[config.mk]
export PLATFORM = sky130hd
export DESIGN_NAME = audio_channel_mixer_top
export DESIGN_NICKNAME = d
export VERILOG_FILES = /design/src/acm_pkg.sv /design/src/acm_cfg_regs.sv /design/src/acm_gain.sv /design/src/audio_channel_mixer_top.sv
export SDC_FILE = /design/constraint.sdc
export NUM_CORES = 2
export LEC_CHECK = 0
export ABC_AREA = 1
export BUFFER_PORTS_ARGS = -buffer_cell sky130_fd_sc_hd__buf_2
export CAP_MARGIN = 0
export CELL_PAD_IN_SITES_DETAIL_PLACEMENT = 1
export CELL_PAD_IN_SITES_GLOBAL_PLACEMENT = 2
export CORE_MARGIN = 1
export CORE_UTILIZATION = 42
export CTS_CLUSTER_DIAMETER = 200
export DETAILED_ROUTE_END_ITERATION = 10
export GPL_ROUTABILITY_DRIVEN = 0
export HOLD_SLACK_MARGIN = 0.12
export PLACE_DENSITY_LB_ADDON = 0.1
export RECOVER_POWER = 100
export SYNTH_ARGS = -nofsm -noshare
export SYNTH_HDL_FRONTEND = slang
export SYNTH_HIERARCHICAL = 1
export SYNTH_SLANG_ARGS = --single-unit
[constraint.sdc]
create_clock -name clk -period 26.5 [get_ports clk]
set_input_delay 3.975 -clock clk [delete_from_list [all_inputs] [get_ports clk]]
set_output_delay 3.975 -clock clk [all_outputs]
set_load 0.01 [all_outputs]
[src/acm_pkg.sv]
`default_nettype none
// ----------------------------------------------------------------------------
// acm_pkg
// shared types and constants of the audio channel mixer
// ----------------------------------------------------------------------------
package acm_pkg;

    localparam int GAIN_BITS     = 16;
    localparam int CHAN_BITS     = 2;
    localparam int CFG_IDX_BITS  = 3;
    localparam int CFG_DATA_BITS = 16;

    localparam logic [CFG_IDX_BITS-1:0] REG_SOURCE_CHANNELS = 3'd0;
    localparam logic [CFG_IDX_BITS-1:0] REG_DEST_CHANNELS   = 3'd1;
    localparam logic [CFG_IDX_BITS-1:0] REG_GAIN_ENABLE     = 3'd2;
    localparam logic [CFG_IDX_BITS-1:0] REG_GAIN_FIRST      = 3'd3;
    localparam logic [CFG_IDX_BITS-1:0] REG_GAIN_SECOND     = 3'd4;

    localparam logic [CHAN_BITS-1:0] CHAN_MONO   = 2'd1;
    localparam logic [CHAN_BITS-1:0] CHAN_STEREO = 2'd2;

    typedef struct packed {
        logic [CHAN_BITS-1:0] source_channels;
        logic [CHAN_BITS-1:0] dest_channels;
        logic                 gain_enable;
        logic [GAIN_BITS-1:0] gain_first;
        logic [GAIN_BITS-1:0] gain_second;
    } acm_cfg_t;

endpackage
`default_nettype wire

[src/acm_cfg_regs.sv]
`default_nettype none
// ----------------------------------------------------------------------------
// acm_cfg_regs
// configuration register file, one register written per beat
// ----------------------------------------------------------------------------
module acm_cfg_regs
    import acm_pkg::*;
#(
    parameter int GAIN_FRAC_BITS = 12
)
(
    input  wire                      clk,
    input  wire                      rst_n,
    input  wire                      cfg_valid,
    input  wire                      cfg_ready,
    input  wire [CFG_IDX_BITS-1:0]   cfg_index,
    input  wire [CFG_DATA_BITS-1:0]  cfg_data,
    output acm_cfg_t                 cfg
);

    localparam logic [GAIN_BITS-1:0] GainReset = GAIN_BITS'(64'd1 << GAIN_FRAC_BITS);

    acm_cfg_t cfg_reg;
    acm_cfg_t cfg_next;

    always_comb
    begin
        cfg_next = cfg_reg;
        if (cfg_valid && cfg_ready)
        begin
            case (cfg_index)
                REG_SOURCE_CHANNELS: cfg_next.source_channels = cfg_data[CHAN_BITS-1:0];
                REG_DEST_CHANNELS:   cfg_next.dest_channels   = cfg_data[CHAN_BITS-1:0];
                REG_GAIN_ENABLE:     cfg_next.gain_enable     = cfg_data[0];
                REG_GAIN_FIRST:      cfg_next.gain_first      = cfg_data[GAIN_BITS-1:0];
                REG_GAIN_SECOND:     cfg_next.gain_second     = cfg_data[GAIN_BITS-1:0];
                default:             cfg_next = cfg_reg;
            endcase
        end
    end

    always_ff @(posedge clk or negedge rst_n)
    begin
        if (!rst_n)
        begin
            cfg_reg.source_channels <= CHAN_STEREO;
            cfg_reg.dest_channels   <= CHAN_STEREO;
            cfg_reg.gain_enable     <= 1'b0;
            cfg_reg.gain_first      <= GainReset;
            cfg_reg.gain_second     <= GainReset;
        end
        else
        begin
            cfg_reg <= cfg_next;
        end
    end

    assign cfg = cfg_reg;

endmodule
`default_nettype wire

[src/acm_gain.sv]
`default_nettype none
// ----------------------------------------------------------------------------
// acm_gain
// one channel: optional q-format gain with truncation, halving, saturation
// ----------------------------------------------------------------------------
module acm_gain
    import acm_pkg::*;
#(
    parameter int SAMPLE_BITS    = 16,
    parameter int GAIN_FRAC_BITS = 12
)
(
    input  wire signed [SAMPLE_BITS:0]   x,
    input  wire        [GAIN_BITS-1:0]   gain,
    input  wire                          gain_enable,
    input  wire                          halve,
    output logic signed [SAMPLE_BITS-1:0] y
);

    localparam int XW = SAMPLE_BITS + 1;
    localparam int PW = XW + GAIN_BITS + 1;

    logic signed [PW-1:0] product;
    logic signed [PW-1:0] biased;
    logic signed [PW-1:0] scaled;
    logic signed [PW-1:0] halved;
    logic signed [PW-1:0] sat_max;
    logic signed [PW-1:0] sat_min;

    always_comb
    begin
        sat_max = PW'({1'b0, {(SAMPLE_BITS-1){1'b1}}});
        sat_min = ~sat_max;
        product = PW'(x) * PW'($signed({1'b0, gain}));
        // bias negative products so the shift truncates toward zero
        biased  = product + (product[PW-1] ? PW'({GAIN_FRAC_BITS{1'b1}}) : PW'(0));
        scaled  = gain_enable ? (biased >>> GAIN_FRAC_BITS) : PW'(x);
        halved  = halve ? (scaled >>> 1) : scaled;
        if (halved > sat_max)
            y = sat_max[SAMPLE_BITS-1:0];
        else if (halved < sat_min)
            y = sat_min[SAMPLE_BITS-1:0];
        else
            y = halved[SAMPLE_BITS-1:0];
    end

endmodule
`default_nettype wire

[src/audio_channel_mixer_top.sv]
`default_nettype none
// ----------------------------------------------------------------------------
// audio_channel_mixer_top
// mono/stereo channel mixer with per-channel gain and saturation
// ----------------------------------------------------------------------------
// One frame is taken on every cycle with start high; busy is never raised.
// Each frame gives exactly one result, shown on out_first/out_second with
// done high for a single cycle once the frame has passed one input
// register, then the channel mix, gain multiply and clamp, then the
// result register. The receiver must take every result as it appears.
// Configuration writes (cfg_ready always high) should only be made while
// no frame is in flight.
module audio_channel_mixer_top
    import acm_pkg::*;
#(
    parameter int SAMPLE_BITS    = 16,
    parameter int GAIN_FRAC_BITS = 12
)
(
    input  wire                           clk,
    input  wire                           rst_n,
    input  wire                           start,
    output logic                          busy,
    input  wire signed [SAMPLE_BITS-1:0]  sample_first,
    input  wire signed [SAMPLE_BITS-1:0]  sample_second,
    output logic                          done,
    output logic signed [SAMPLE_BITS-1:0] out_first,
    output logic signed [SAMPLE_BITS-1:0] out_second,
    input  wire                           cfg_valid,
    output logic                          cfg_ready,
    input  wire [CFG_IDX_BITS-1:0]        cfg_index,
    input  wire [CFG_DATA_BITS-1:0]       cfg_data
);

    acm_cfg_t cfg;

    logic                          in_valid_reg;
    logic signed [SAMPLE_BITS-1:0] a_reg;
    logic signed [SAMPLE_BITS-1:0] b_reg;

    logic                          done_reg;
    logic signed [SAMPLE_BITS-1:0] out_first_reg;
    logic signed [SAMPLE_BITS-1:0] out_second_reg;
    logic signed [SAMPLE_BITS-1:0] out_first_next;
    logic signed [SAMPLE_BITS-1:0] out_second_next;

    logic                          src_mono;
    logic                          dst_mono;
    logic                          downmix;
    logic signed [SAMPLE_BITS:0]   x_first;
    logic signed [SAMPLE_BITS:0]   x_second;
    logic signed [SAMPLE_BITS-1:0] y_first;
    logic signed [SAMPLE_BITS-1:0] y_second;

    assign busy      = 1'b0;
    assign cfg_ready = 1'b1;

    acm_cfg_regs #(
        .GAIN_FRAC_BITS (GAIN_FRAC_BITS)
    ) u_cfg (
        .clk       (clk),
        .rst_n     (rst_n),
        .cfg_valid (cfg_valid),
        .cfg_ready (cfg_ready),
        .cfg_index (cfg_index),
        .cfg_data  (cfg_data),
        .cfg       (cfg)
    );

    // input register
    always_ff @(posedge clk or negedge rst_n)
    begin
        if (!rst_n)
            in_valid_reg <= 1'b0;
        else
            in_valid_reg <= start && !busy;
    end

    always_ff @(posedge clk)
    begin
        if (start && !busy)
        begin
            a_reg <= sample_first;
            b_reg <= sample_second;
        end
    end

    // channel routing
    always_comb
    begin
        src_mono = (cfg.source_channels == CHAN_MONO);
        dst_mono = (cfg.dest_channels == CHAN_MONO);
        downmix  = dst_mono && !src_mono;
        x_first  = downmix ? ((SAMPLE_BITS+1)'(a_reg) + (SAMPLE_BITS+1)'(b_reg))
                           : (SAMPLE_BITS+1)'(a_reg);
        x_second = src_mono ? (SAMPLE_BITS+1)'(a_reg) : (SAMPLE_BITS+1)'(b_reg);
    end

    acm_gain #(
        .SAMPLE_BITS    (SAMPLE_BITS),
        .GAIN_FRAC_BITS (GAIN_FRAC_BITS)
    ) u_gain_first (
        .x           (x_first),
        .gain        (cfg.gain_first),
        .gain_enable (cfg.gain_enable),
        .halve       (downmix),
        .y           (y_first)
    );

    acm_gain #(
        .SAMPLE_BITS    (SAMPLE_BITS),
        .GAIN_FRAC_BITS (GAIN_FRAC_BITS)
    ) u_gain_second (
        .x           (x_second),
        .gain        (cfg.gain_second),
        .gain_enable (cfg.gain_enable),
        .halve       (1'b0),
        .y           (y_second)
    );

    assign out_first_next  = y_first;
    assign out_second_next = dst_mono ? '0 : y_second;

    // result register
    always_ff @(posedge clk or negedge rst_n)
    begin
        if (!rst_n)
            done_reg <= 1'b0;
        else
            done_reg <= in_valid_reg;
    end

    always_ff @(posedge clk)
    begin
        if (in_valid_reg)
        begin
            out_first_reg  <= out_first_next;
            out_second_reg <= out_second_next;
        end
    end

    assign done       = done_reg;
    assign out_first  = out_first_reg;
    assign out_second = out_second_reg;

endmodule
`default_nettype wire

==> results.cfg <==
[logic_synthesis]
syn_inst = 4373
synth-seq-cells = 103
yosysSeqAreaShare_pct = 9.25
yosysWarnings = 6
synth.distinct_cells = 58
avgSynthCellArea_sq_um = 7.17
netlist_area_sq_um = 31400

[clocking]
tritoncts = built
htreeDepth = 3
clkLatencyLatePin_ns = 0.39
cts_root_buffer = clkbuf_16
cts.sinks = 103
holdBufCountCts = 0
cts_buffer_depth = 2
post_cts_buffers = 0
cts_resized = 0
clk_pin_slew_ns = 0.08
cts_buffers = 9

[job]
max-cap-violations = 4

[grt]
grt_pass1_wl_microns = 162000
grt_start_max_net_pins = 69
grt_pass1_vias = 29500
grt_use_total_pct = 27.9
top_usage_layer = met2
grt_use_met2_pct = 52.2
use_met3_pct = 2.03
grt_overflow = 0
use_met1_pct = 33.4
antenna_found_initial = 2

[finish]
stdcell_count = 5297
nets = 5138
seq_area_sq_um = 2900
largest_reg_flops = 37
drive_gt1_share_pct = 5.10
area_delta_synth_final_pct = 4.23
multiInputGateArea_sq_um = 23300
final.fill_count = 9456

[detailed_routing]
wl_microns = 101000
drc_errors = 0
wire_per_inst_microns = 19.0
dr.pass1.iters = 5
post_drt_via_cell_ratio = 4.98
first_iter_violations = 1130
vias = 26400
postRouteAntennaNets = 0

[worst_setup_path]
path_max_fanout = 34
cpPeakStageDelay_ns = 1.33
end_kind = flop
crit_slowest_cell = clkbuf_1
start_kind = flop
timing.critical_path.mode_cell = nand2_1
cp.arrival_ns = 12.21
crit_type = flop to flop
crit_required_ns = 26.60

[floorplan]
start_util_pct = 42.7
ios = 90
die-width_microns = 275
core_sq_um = 73500
rows = 99
fp.dieH_microns = 275
die_area_sq_um = 75800

[placement]
portBuffers = 87
place_inst = 5280
dp_slack_ns = 16.24
hpwl_microns = 84700

[hold_path]
hold_class = flop to flop

[timing]
setup_ws_ns = 14.40
drv_slew = 143
max_freq_ghz = 0.0826
worst_slew_pin_slew_ns = 2.36
relSlewSlack_pct = -57.3
period_needed_ns = 12.10
fin_worst_skew_ns = 0.0197
fin_setup_tns_ns = 0
finalSetupViolCount = 0
rsz0062_at_grt = no
post-route-period-util_pct = 45.7
final-hold-violation-count = 0

[outcome]
violations = capacitance limit, slew limit
status = finished, violations left
[cell usage in the layout, fill, tap and decap left out, types with 17 or more instances in the layout]
cell type | Yosys | final
a21oi_1 | 81 | 79
buf_2 | 11 | 48
buf_4 | 4 | 27
clkbuf_1 | 142 | 42
dfrtp_1 | 35 | 34
edfxtp_1 | 64 | 64
fa_1 | 559 | 559
ha_1 | 192 | 192
inv_1 | 1155 | 1157
inv_2 | 19 | 17
nand2_1 | 1357 | 1369
nand2_2 | 40 | 32
nand3_1 | 186 | 187
nand4_1 | 46 | 46
nor2_1 | 179 | 181
nor2_2 | 18 | 17
nor3_1 | 21 | 21
o21ai_0 | 67 | 64
xnor2_1 | 17 | 17
xor2_1 | 30 | 30
[layer usage]
layer  share of wire, %  up-vias
met4                3.7        0
met3                2.9      139
li1                   -    12600
met2                 52      411
met5                  0        -
met1                 42    13300
[critical path, delay by kind of cell, from the launching register on]
kind                     cells  cell delay [ns]
AND/OR/NAND/NOR             26             4.05
adder cells (fa/ha/maj)      8             4.52
flip-flops                   1             0.53
buffers and inverters        6             2.42
AO/OA/AOI/OAI                2             0.28
[cells in the mapped netlist, drive strengths merged]
master / number / area (sq um)
a211o: 1 / 8.76
a21boi: 1 / 7.51
a21o: 1 / 7.51
a21oi: 90 / 484
a31oi: 8 / 50.1
and2: 4 / 26.3
and2b: 1 / 7.51
buf: 29 / 205
clkbuf: 144 / 543
clkinv: 1 / 3.75
conb: 2 / 7.51
dfrtp: 35 / 876
dfstp: 4 / 105
edfxtp: 64 / 1920
fa: 559 / 11200
ha: 192 / 2400
inv: 1174 / 4410
mux2i: 5 / 50.1
nand2: 1408 / 5470
nand3: 195 / 1030
nand3b: 10 / 78.8
nand4: 46 / 288
nor2: 203 / 852
nor3: 28 / 175
nor3b: 2 / 25.0
nor4: 1 / 6.26
o211ai: 6 / 45.0
o21a: 4 / 30.0
o21ai: 71 / 355
o21bai: 7 / 52.6
o311ai: 2 / 17.5
o31ai: 2 / 15.0
o41ai: 8 / 70.1
or2: 15 / 96.3
xnor2: 18 / 165
xor2: 32 / 295
[per-stage QoR]
stage / util, % / hold slack [ns] / cell area, sq um
4_1_cts: 44.7 / 0.480 / 32800
3_3_place_gp: 44.3 / 0.463 / 32500
3_5_place_dp: 44.3 / 0.467 / 32500
5_1_grt: 44.5 / 0.533 / 32700
6_report: 44.5 / 0.481 / 32700
2_1_floorplan: - / 0.440 / 31400
[cell families (layout without fill, tap and decap cells)]
| logic type | Yosys count | after routing | synth area share, % |
|---|---|---|---|
| XOR/XNOR | 50 | 50 | 1.47 |
| other | 2 | 8 | 0.0239 |
| AND/OR/NAND/NOR | 1913 | 1913 | 25.7 |
| buffers and inverters | 1348 | 1307 | 16.4 |
| AO/OA/AOI/OAI | 201 | 201 | 3.65 |
| adder cells (fa/ha/maj) | 751 | 751 | 43.3 |
| flip-flops | 103 | 103 | 9.25 |
| multiplexers | 5 | 5 | 0.160 |
[area by class of cell]
class                           instances  area share [%]
Antenna cell                            1         0.00765
Sequential cell                       103            8.88
Timing Repair Buffer                  116            1.83
Clock inverter                          6           0.184
Multi-Input combinational cell       2927            71.2
Clock buffer                           10           0.700
Inverter                             1175            13.5
Tap cell                              959            3.67
[final timing paths]
kind,depth (start not counted),to,startpoint,slack (ns)
worst max-delay path,42,out_second[10]$_SDFFCE_PN0P_,u_cfg/cfg[36]$_DFFE_PN1P_,14.40
worst min-delay path,2,u_cfg/cfg[36]$_DFFE_PN1P_,u_cfg/cfg[36]$_DFFE_PN1P_,0.48
worst max register to register,42,out_second[10]$_SDFFCE_PN0P_,u_cfg/cfg[36]$_DFFE_PN1P_,14.40
worst min register to register,2,u_cfg/cfg[36]$_DFFE_PN1P_,u_cfg/cfg[36]$_DFFE_PN1P_,0.48
max in group asynchronous,1,u_cfg/cfg[32]$_DFFE_PN0P_,rst_n,20.67
min in group asynchronous,1,done$_DFF_PN0_,rst_n,4.29
Power is left out: the tool's default activity adds up to more than one toggle a clock period on the data nets, which glitch-free logic cannot reach.
